**config.mk**
```make
export PLATFORM = sky130hd
export DESIGN_NAME = tlca_seq
export DESIGN_NICKNAME = d
export VERILOG_FILES = /design/src/design/tlca_pkg.sv /design/src/design/tlca_seq.sv
export VERILOG_INCLUDE_DIRS = /design/src /design/src/design
export SDC_FILE = /design/constraint.sdc
export NUM_CORES = 1
export LEC_CHECK = 0
export ABC_AREA = 1
export BUFFER_PORTS_ARGS = -buffer_cell sky130_fd_sc_hd__buf_2
export CAP_MARGIN = 20
export CORE_MARGIN = 1.5
export CORE_UTILIZATION = 40
export CTS_CLUSTER_DIAMETER = 30
export DETAILED_ROUTE_END_ITERATION = 7
export PLACE_DENSITY = 0.74
export SLEW_MARGIN = 10
export SYNTH_ARGS = -nofsm -noshare
export SYNTH_HDL_FRONTEND = slang
export SYNTH_SLANG_ARGS = --single-unit
```
**constraint.sdc**
```tcl
create_clock -name clk -period 4.75 [get_ports clk]
set_input_delay 0.95 -clock clk [delete_from_list [all_inputs] [get_ports clk]]
set_output_delay 0.95 -clock clk [all_outputs]
set_load 0.02 [all_outputs]
```
**src/design/tree_lca_binary_lifting_defines.svh**
```systemverilog
// ----------------------------------------------------------------------------
// Assertion macros for the lowest common ancestor block
// Checks are compiled for simulation and drop out for synthesis.
// ----------------------------------------------------------------------------
`ifndef TREE_LCA_BINARY_LIFTING_DEFINES_SVH
`define TREE_LCA_BINARY_LIFTING_DEFINES_SVH

`ifndef SYNTHESIS
// Implication checked on every rising clock edge outside reset.
`define TLCA_ASSERT_IMP(lbl, ante, cons, msg) \
	lbl: assert property (@(posedge clk) disable iff (!arst_n) (ante) |-> (cons)) \
		else $error(msg);
// Implication whose consequence is checked in the next cycle.
`define TLCA_ASSERT_NXT(lbl, ante, cons, msg) \
	lbl: assert property (@(posedge clk) disable iff (!arst_n) (ante) |=> (cons)) \
		else $error(msg);
`else
`define TLCA_ASSERT_IMP(lbl, ante, cons, msg)
`define TLCA_ASSERT_NXT(lbl, ante, cons, msg)
`endif

`endif

```
**src/design/tlca_pkg.sv**
```systemverilog
// ----------------------------------------------------------------------------
// Lowest common ancestor package
// Field widths, request codes, item types and memory control bundle.
// ----------------------------------------------------------------------------
package tlca_pkg;

	// Widths fixed by the item format.
	localparam int FIELD_W = 10;
	localparam int DEPTH_W = 10;
	localparam logic [DEPTH_W-1:0] DEPTH_MAX = 10'd1023;

	// Default sizes of the tree tables.
	localparam int NODE_COUNT_DEF  = 1024;
	localparam int LIFT_LEVELS_DEF = 10;

	// Request codes.
	localparam logic REQ_ATTACH = 1'b0;
	localparam logic REQ_QUERY  = 1'b1;

	// One input item.
	typedef struct packed {
		logic               req_type;
		logic [FIELD_W-1:0] node_a;
		logic [FIELD_W-1:0] node_b;
	} req_t;

	// One result item.
	typedef struct packed {
		logic [FIELD_W-1:0] ancestor;
		logic               is_answer;
	} rsp_t;

	// Enables from the sequencer to the table memory.
	typedef struct packed {
		logic wr_en;
		logic rd_en_a;
		logic rd_en_b;
	} mem_ctl_t;

endpackage

```
**src/design/tlca_seq.sv**
```systemverilog
// ----------------------------------------------------------------------------
// Lowest common ancestor sequencer
// Clears the table after reset, walks the lifting levels for attach and
// query items, and holds each result in an output register.
// ----------------------------------------------------------------------------
`include "tree_lca_binary_lifting_defines.svh"

module tlca_seq #(
	parameter int NODE_COUNT  = tlca_pkg::NODE_COUNT_DEF,
	parameter int LIFT_LEVELS = tlca_pkg::LIFT_LEVELS_DEF,
	parameter int NODE_W      = $clog2(NODE_COUNT),
	parameter int ROW_W       = tlca_pkg::DEPTH_W + LIFT_LEVELS * NODE_W
) (
	input  logic                clk,
	input  logic                arst_n,
	input  logic                req_valid,
	output logic                req_ready,
	input  tlca_pkg::req_t      req,
	output logic                rsp_valid,
	input  logic                rsp_ready,
	output tlca_pkg::rsp_t      rsp,
	output tlca_pkg::mem_ctl_t  mem_ctl,
	output logic [NODE_W-1:0]   wr_addr,
	output logic [ROW_W-1:0]    wr_data,
	output logic [NODE_W-1:0]   rd_addr_a,
	output logic [NODE_W-1:0]   rd_addr_b,
	input  logic [ROW_W-1:0]    rd_data_a,
	input  logic [ROW_W-1:0]    rd_data_b
);

	localparam int LVL_W = $clog2(LIFT_LEVELS);
	localparam int ANC_W = LIFT_LEVELS * NODE_W;
	localparam int DW    = tlca_pkg::DEPTH_W;

	localparam logic [3:0] ST_CLEAR     = 4'd0;
	localparam logic [3:0] ST_IDLE      = 4'd1;
	localparam logic [3:0] ST_ATT_WALK  = 4'd2;
	localparam logic [3:0] ST_ATT_WRITE = 4'd3;
	localparam logic [3:0] ST_Q_DEPTH   = 4'd4;
	localparam logic [3:0] ST_Q_LIFT    = 4'd5;
	localparam logic [3:0] ST_Q_CHECK   = 4'd6;
	localparam logic [3:0] ST_Q_CLIMB   = 4'd7;
	localparam logic [3:0] ST_Q_FINAL   = 4'd8;

	localparam logic [LVL_W-1:0]  LVL_TOP      = LVL_W'(LIFT_LEVELS - 1);
	localparam logic [LVL_W-1:0]  LVL_ATT_LAST = LVL_W'(LIFT_LEVELS - 2);
	localparam logic [NODE_W-1:0] NODE_LAST    = NODE_W'(NODE_COUNT - 1);

	// Node numbers at or beyond the table size map to the sentinel.
	function automatic logic [NODE_W-1:0] node_of(input logic [tlca_pkg::FIELD_W-1:0] v);
		node_of = (32'(v) < NODE_COUNT) ? NODE_W'(v) : '0;
	endfunction

	logic [3:0]             state_q, state_d;
	logic [LVL_W-1:0]       lvl_q, lvl_d;
	logic [NODE_W-1:0]      clr_q, clr_d;
	logic                   rsp_valid_q;
	tlca_pkg::rsp_t         rsp_q, rsp_d;
	logic                   rsp_load;
	logic [NODE_W-1:0]      node_a_q, node_a_d;
	logic [NODE_W-1:0]      node_b_q, node_b_d;
	logic                   deep_b_q, deep_b_d;
	logic [LIFT_LEVELS-1:0] k_q, k_d;
	logic [ANC_W-1:0]       row_q, row_d;
	logic [DW-1:0]          depth_new_q, depth_new_d;

	logic                   out_free;
	logic [NODE_W-1:0]      anc_a_lvl;
	logic [NODE_W-1:0]      anc_b_lvl;
	logic [NODE_W-1:0]      deep_anc;
	logic [NODE_W-1:0]      walk_val;
	logic [DW-1:0]          depth_a;
	logic [DW-1:0]          depth_b;
	logic                   b_deeper;
	logic [DW-1:0]          depth_diff;

	// Fields of the rows read from the table.
	assign anc_a_lvl  = rd_data_a[lvl_q * NODE_W +: NODE_W];
	assign anc_b_lvl  = rd_data_b[lvl_q * NODE_W +: NODE_W];
	assign deep_anc   = deep_b_q ? anc_b_lvl : anc_a_lvl;
	assign depth_a    = rd_data_a[ROW_W-1 -: DW];
	assign depth_b    = rd_data_b[ROW_W-1 -: DW];
	assign b_deeper   = depth_a < depth_b;
	assign depth_diff = b_deeper ? (depth_b - depth_a) : (depth_a - depth_b);

	// A row of the child being built is forwarded when the walk reaches it.
	assign walk_val = (node_b_q == node_a_q) ? node_b_q : anc_a_lvl;

	assign out_free  = !rsp_valid_q || rsp_ready;
	assign req_ready = (state_q == ST_IDLE);

	// Sequencer next state and memory commands.
	always_comb begin
		state_d     = state_q;
		lvl_d       = lvl_q;
		clr_d       = clr_q;
		node_a_d    = node_a_q;
		node_b_d    = node_b_q;
		deep_b_d    = deep_b_q;
		k_d         = k_q;
		row_d       = row_q;
		depth_new_d = depth_new_q;
		rsp_d       = rsp_q;
		rsp_load    = 1'b0;
		mem_ctl     = '0;
		wr_addr     = '0;
		wr_data     = '0;
		rd_addr_a   = '0;
		rd_addr_b   = '0;
		case (state_q)
			ST_CLEAR: begin
				mem_ctl.wr_en = 1'b1;
				wr_addr       = clr_q;
				clr_d         = clr_q + NODE_W'(1);
				if (clr_q == NODE_LAST) begin
					state_d = ST_IDLE;
				end
			end
			ST_IDLE: begin
				if (req_valid) begin
					node_a_d = node_of(req.node_a);
					node_b_d = node_of(req.node_b);
					if (req.req_type == tlca_pkg::REQ_ATTACH) begin
						// Read the parent row; level zero of the child is the parent.
						mem_ctl.rd_en_a = 1'b1;
						rd_addr_a       = node_of(req.node_b);
						row_d[NODE_W-1:0] = node_of(req.node_b);
						lvl_d   = '0;
						state_d = ST_ATT_WALK;
					end else begin
						mem_ctl.rd_en_a = 1'b1;
						mem_ctl.rd_en_b = 1'b1;
						rd_addr_a       = node_of(req.node_a);
						rd_addr_b       = node_of(req.node_b);
						state_d         = ST_Q_DEPTH;
					end
				end
			end
			ST_ATT_WALK: begin
				// The row in hand belongs to the child's ancestor at level lvl.
				if (lvl_q == '0) begin
					depth_new_d = (depth_a == tlca_pkg::DEPTH_MAX) ?
						depth_a : depth_a + DW'(1);
				end
				row_d[(lvl_q + 1) * NODE_W +: NODE_W] = walk_val;
				node_b_d        = walk_val;
				mem_ctl.rd_en_a = 1'b1;
				rd_addr_a       = walk_val;
				if (lvl_q == LVL_ATT_LAST) begin
					state_d = ST_ATT_WRITE;
				end else begin
					lvl_d = lvl_q + LVL_W'(1);
				end
			end
			ST_ATT_WRITE: begin
				if (out_free) begin
					// The sentinel row is never overwritten.
					mem_ctl.wr_en   = (node_a_q != '0);
					wr_addr         = node_a_q;
					wr_data         = {depth_new_q, row_q};
					rsp_load        = 1'b1;
					rsp_d.ancestor  = '0;
					rsp_d.is_answer = 1'b0;
					state_d         = ST_IDLE;
				end
			end
			ST_Q_DEPTH: begin
				deep_b_d = b_deeper;
				k_d      = LIFT_LEVELS'(depth_diff);
				lvl_d    = LVL_TOP;
				state_d  = ST_Q_LIFT;
			end
			ST_Q_LIFT: begin
				// Lift the deeper node by the set bits of the depth difference.
				if (k_q[lvl_q]) begin
					if (deep_b_q) begin
						node_b_d        = deep_anc;
						mem_ctl.rd_en_b = 1'b1;
						rd_addr_b       = deep_anc;
					end else begin
						node_a_d        = deep_anc;
						mem_ctl.rd_en_a = 1'b1;
						rd_addr_a       = deep_anc;
					end
				end
				if (lvl_q == '0) begin
					state_d = ST_Q_CHECK;
				end else begin
					lvl_d = lvl_q - LVL_W'(1);
				end
			end
			ST_Q_CHECK: begin
				if (node_a_q == node_b_q) begin
					if (out_free) begin
						rsp_load        = 1'b1;
						rsp_d.ancestor  = tlca_pkg::FIELD_W'(node_a_q);
						rsp_d.is_answer = 1'b1;
						state_d         = ST_IDLE;
					end
				end else begin
					lvl_d   = LVL_TOP;
					state_d = ST_Q_CLIMB;
				end
			end
			ST_Q_CLIMB: begin
				// Climb both nodes while their ancestors at this level differ.
				if (anc_a_lvl != anc_b_lvl) begin
					node_a_d        = anc_a_lvl;
					node_b_d        = anc_b_lvl;
					mem_ctl.rd_en_a = 1'b1;
					mem_ctl.rd_en_b = 1'b1;
					rd_addr_a       = anc_a_lvl;
					rd_addr_b       = anc_b_lvl;
				end
				if (lvl_q == '0) begin
					state_d = ST_Q_FINAL;
				end else begin
					lvl_d = lvl_q - LVL_W'(1);
				end
			end
			ST_Q_FINAL: begin
				if (out_free) begin
					// The answer is the parent of the climbed node on the side that started out deeper.
					rsp_load        = 1'b1;
					rsp_d.ancestor  = tlca_pkg::FIELD_W'(deep_b_q ?
						rd_data_b[NODE_W-1:0] : rd_data_a[NODE_W-1:0]);
					rsp_d.is_answer = 1'b1;
					state_d         = ST_IDLE;
				end
			end
			default: begin
				state_d = ST_IDLE;
			end
		endcase
	end

	// Control registers.
	always_ff @(posedge clk or negedge arst_n) begin
		if (!arst_n) begin
			state_q     <= ST_CLEAR;
			lvl_q       <= '0;
			clr_q       <= '0;
			rsp_valid_q <= 1'b0;
		end else begin
			state_q <= state_d;
			lvl_q   <= lvl_d;
			clr_q   <= clr_d;
			if (rsp_load) begin
				rsp_valid_q <= 1'b1;
			end else if (rsp_ready) begin
				rsp_valid_q <= 1'b0;
			end
		end
	end

	// Working registers of the item in progress and the result register.
	always_ff @(posedge clk) begin
		node_a_q    <= node_a_d;
		node_b_q    <= node_b_d;
		deep_b_q    <= deep_b_d;
		k_q         <= k_d;
		row_q       <= row_d;
		depth_new_q <= depth_new_d;
		rsp_q       <= rsp_d;
	end

	assign rsp_valid = rsp_valid_q;
	assign rsp       = rsp_q;

	`TLCA_ASSERT_IMP(a_no_rd_on_wr, mem_ctl.wr_en, !mem_ctl.rd_en_a && !mem_ctl.rd_en_b, "table read during a write")
	`TLCA_ASSERT_IMP(a_sentinel_kept, mem_ctl.wr_en && state_q != ST_CLEAR, wr_addr != '0, "sentinel row overwritten")
	`TLCA_ASSERT_NXT(a_item_started, req_valid && req_ready, state_q == ST_ATT_WALK || state_q == ST_Q_DEPTH, "accepted item did not start")
	`TLCA_ASSERT_IMP(a_result_source, rsp_load, state_q == ST_ATT_WRITE || state_q == ST_Q_CHECK || state_q == ST_Q_FINAL, "result loaded outside a final step")

endmodule

```
Word-level counts from Yosys, hierarchy flattened. Index checks and enable logic that the tools add are counted.

Add/subtract/negate cells: 8. Multipliers: 2. $lt $le $gt $ge: 2. Eq/ne operators: 31. Shifts and indexed selects: 4. Mux-type cells: 72. Reductions and logical operators: 20.

Operators with widths (count): $mux 10 (26); $mux 110 (2); $shiftx 110x9->10 (2); $bwmux 100 (1); $shift 10x34->100 const A (1); $shiftx 10x34->100 (1); $pmux 10 s4 (2); $pmux 10 s3 (2); $mux 4 (12); $mux 11 (4); $pmux 10 s2 (2); $ne 2x2->1 const B (17); $neg 9->34 (1); $pmux 11 s3 (1); $pmux 4 s8 (1); $add 10x1->10 const B (2); $eq 10x10->1 (2); $eq 10x10->1 const B (2); $pmux 4 s5 (1); $reduce_and 5->1 (4); $sub 10x10->10 (2); $eq 4x3->1 const B (4); $lt 10x10->1 (1); $ne 10x10->1 (1); other kinds (28) (45).

Register bits after elaboration: 171. Word-level logic and storage cells: 152.

Longest topological paths before layout.
Depth after elaboration: 6. Mapped depth: 28. Gate-level depth less buffers: 23.

Worst setup path before layout. OpenSTA, ideal clock, no wires.

Kind: reg-to-reg. From: reg, netlist name lvl_q[0]. To: reg row_q[14], enable pin. Library setup time: 309 ps. Arrival: 4286 ps. Required time: 4441 ps. Slack: 155 ps. Cell stages (with the launch flop): 23. Cell sequence: dfrtp_1 -> buf_6 -> inv_4 -> buf_6 -> buf_2 -> buf_1 -> ha_1 -> inv_2 -> nor2_1 -> nor2_1 -> ha_1 -> inv_1 -> fa_1 -> inv_1 -> nor2_1 -> nand3_1 -> ha_1 -> inv_1 -> nor2_1 -> nand3_1 -> o22ai_1 -> nand3_1 -> nor2_1.

RTL lines: end signal, assigned (line tlca_seq.sv:262) `row_q <= row_d;`; end, declared (line tlca_seq.sv:64) `logic [ANC_W-1:0] row_q, row_d;`.

Worst setup path in the final report.
From: reg lvl_q[0]. To: out rd_addr_a[0].

Cells in the longest elaborated chain, start to end: 6.

Ends and longest elaborated chain: start, declared (line tlca_seq.sv:55) `logic [LVL_W-1:0] lvl_q, lvl_d;`; start signal, assigned (line tlca_seq.sv:246) `lvl_q <= lvl_d;`; branches (longest 5 deep; another with $mul 4x3->7); $pmux 10 s4 * (line tlca_seq.sv:110) `case (state_q)`; end, declared (line tlca_seq.sv:25) `output logic [NODE_W-1:0] rd_addr_a,`.

Mark *: on every way between the ends. The select of a mux whose other input is x is not followed.

==> out/qor.yml <==
crit_buf_inv: 5
p_per_area_mw_per_mm2: 699
min_period_ns: 4.52
maxSlewHeadroom_pct: 29.1
dp_cells: 3039
die_area_mm2: 0.0380
synth_edf_count: 152
drt-initial-drc-count: 1991
place_hpwl_um: 53300
vias: 17300
row_count: 70
placed_area_mm2: 0.0172
synth-xor-area-share_pct: 2.32
critical_path.top_delay_family: "buffers and inverters"
io_buffers: 400
path_clk_slew_ns: 0.07
place.gp.congestion: 1.01
die_h_um: 195
ys.warnings.count: 0
ir_drop_mv: 0.379
initial_core_util_pct: 40.4
p_seq_share_pct: 18.9
final_common_cell: "nand2_1"
setup_violations: 0
stdcell_area_mm2: 0.0179
die_width_um: 195
cts_tree: "yes"
hp-class: "input port to asynchronous set/reset pin"
cts_buffers: 17
n_fill_cell: 3811
pin_count: 401
slowest_stage: "dfrtp_4"
grt_pass1_wl_um: 99600
regToRegSetupSlack_ns: 0.31
cp_data_arrival_time_ns: 3.57
cp-start-kind: "register"
fin_setup_tns_ns: 0
p_sw_w: 0.00739
drive_gt1_share_pct: 21.3
totalWireLength_um: 66700
cap_violations: 0
synthDistinctLibCells: 57
clock-sinks: 171
cts_hold_buf: 0
max_freq_mhz: 221
coreArea_mm2: 0.0364
final_cell_count_no_fill: 3084
yosys_register_bits: 171
wire_per_inst_um: 21.6
htree_levels: 4
synth_fa_ha_area_share_pct: 3.35
yosysSeqAreaShare_pct: 34.2
postCtsSetupBuffers: 0
power_leakage_nw: 9.03
slew_viol_final: 0
rsz0062_at_grt: "yes"
synth-simple-area-share_pct: 39.0
switching_share_pct: 59.0
worst_r2r_startpoint: "lvl_q[0]"
power_frac_clock_pct: 11.3
endpoint_kind: "primary output"
postRouteAntennaNets: 0
grt_usage_pct: 34.9
area_delta_synth_final_pct: 21.6
max_stage_delay_ns: 0.55
clk_path_buf_depth: 2
route.detailed.drc: 0
synth-compound-area-share_pct: 11.9
layout_common_cells: "nand2_1 (679), buf_2 (400), nor2_1 (351)"
netlist_area_mm2: 0.0147
antenna_found_initial: 11
clk_latency_ns: 0.47
crit_fanout: 52
synthMuxAreaShare_pct: 0.0679
p_int_w: 0.00514
crit_type: "register to primary output"
status: "finished clean"
fin_crit_sh_pct: 95.2
cp_common_cell: "nand2_1"
grt_start_max_net_pins: 111
fin_nets: 2874
vias_per_cell: 5.61
finalHoldViolations: 0
comb_power_share_pct: 69.8
syn_area_per_cell_um2: 6.58
gr-total-overflow: 0
synth_flop_cell: "edfxtp_1"
path_cells: "buf_12 > nor2_4 > buf_4 > a22oi_1 > o21ai_0 > buf_4 > nand2_1 > nand4_1 > nand2_1 > nand2_1 > nor2_1 > nand3_2 > buf_12 > nand3_1 > nand3_1 > buf_2"
cts_root_buffer: "clkbuf_16"
finalClockSkew_ns: 0.0230
syn_nets: 2520
critPathLaunch: "lvl_q[0]"
first_pass_iters: 6
synthCells: 2238
worst_pin_slew_ns: 1.06
synth_top_family_by_area: "simple AND/OR/NAND/NOR gates"
grt_pass1_vias: 16500
critPathRequiredTime_ns: 3.80
async_reset_ff_share_pct: 11.1
## synth_stat cells (7+ instances only)
master	n	area [um2]
nor2_1	351	1320
ha_1	33	413
dfrtp_1	19	475
o211ai_1	14	105
nand2_1	682	2560
o21ai_0	95	475
o21ai_1	7	35.0
buf_2	29	145
o31ai_1	9	67.6
xor2_1	28	245
nand4_1	54	338
nor2_4	7	78.8
inv_1	186	698
nand3_2	12	120
xnor2_1	11	96.3
edfxtp_1	152	4560
a22oi_1	10	75.1
clkbuf_1	70	263
buf_1	8	30.0
buf_4	10	75.1
o22ai_1	22	138
nor3_1	16	80.1
a21oi_1	110	551
nand3_1	209	1050
inv_2	13	48.8
## logic make-up (layout without fill, tap and decap cells)
logic type      after synthesis  count (layout)
fa+ha+maj                    37              37
simple gates               1359            1359
flops                       171             171
compound gates              304             304
buf+inv                     327             694
xor+xnor                     39              39
mux                           1               1
other cells                   0              11
## cell type report
type	count	area (um2)	area share, %
Clock inverter	15	151	0.845
Inverter	205	774	4.32
Clock buffer	17	425	2.37
Timing Repair Buffer	457	2490	13.9
Antenna cell	11	27.5	0.154
Tap cell	468	586	3.27
Multi-Input combinational cell	1740	8410	47.0
Sequential cell	171	5040	28.2
## metal layers
metal,routed length [um],track usage [%]
met5,0,0
met4,1900,11.6
met3,6910,8.42
met2,29700,54.3
met1,28200,47.5
## what timing repair did
item / in CTS / in global routing
endpoints found under the setup margin: 3 / 48
resized for setup: 2 / 18
pin swaps: 0 / 1
## path summary, 6_finish.rpt
kind | to | depth (start not counted)
worst max register to register | row_q[79] | 18
worst max-delay path | rd_addr_a[0] | 16
min in group clk | clr_q[9] | 1
max in group asynchronous | lvl_q[0] | 1
worst min-delay path | rsp_valid | 1
worst min register to register | clr_q[9] | 1
## registers in the layout (all words and copies together), names as in the netlist, 10 cells and up
register	cells
depth_new_q	10
k_q	10
clr_q	10
rsp	11
node_b_q	10
node_a_q	10
row_q	100
## worst reg2reg max path: cells and delay by family (launching register included)
kind | cells | cell delay, ns
fa+ha+maj | 4 | 1.30
compound gates | 1 | 0.34
simple gates | 8 | 1.60
buf+inv | 5 | 0.35
flops | 1 | 0.55
## power groups by stage
stage / registers, W / logic [W] / clock network (W)
floorplan: 0.00235 / 0.00542 / 0
global placement: 0.00239 / 0.00835 / 0
detailed placement: 0.00240 / 0.00837 / 0
CTS: 0.00236 / 0.00841 / 0.00142
global route: 0.00240 / 0.00941 / 0.00147
finish: 0.00237 / 0.00874 / 0.00141
## per-stage QoR
| stage | hold slack (ns) | setup slack (ns) | util (%) | total power (W) |
|---|---|---|---|---|
| 2_1_floorplan | 0.442 | 0.155 | - | 0.00777 |
| 3_3_place_gp | 0.459 | 0.395 | 47.2 | 0.0107 |
| 3_5_place_dp | 0.461 | 0.220 | 47.2 | 0.0108 |
| 4_1_cts | 0.472 | 0.0670 | 48.8 | 0.0122 |
| 5_1_grt | 0.493 | -0.0206 | 49.1 | 0.0133 |
| 6_report | 0.473 | 0.228 | 49.2 | 0.0125 |
No activity file was read; power rests on OpenSTA's default activity.
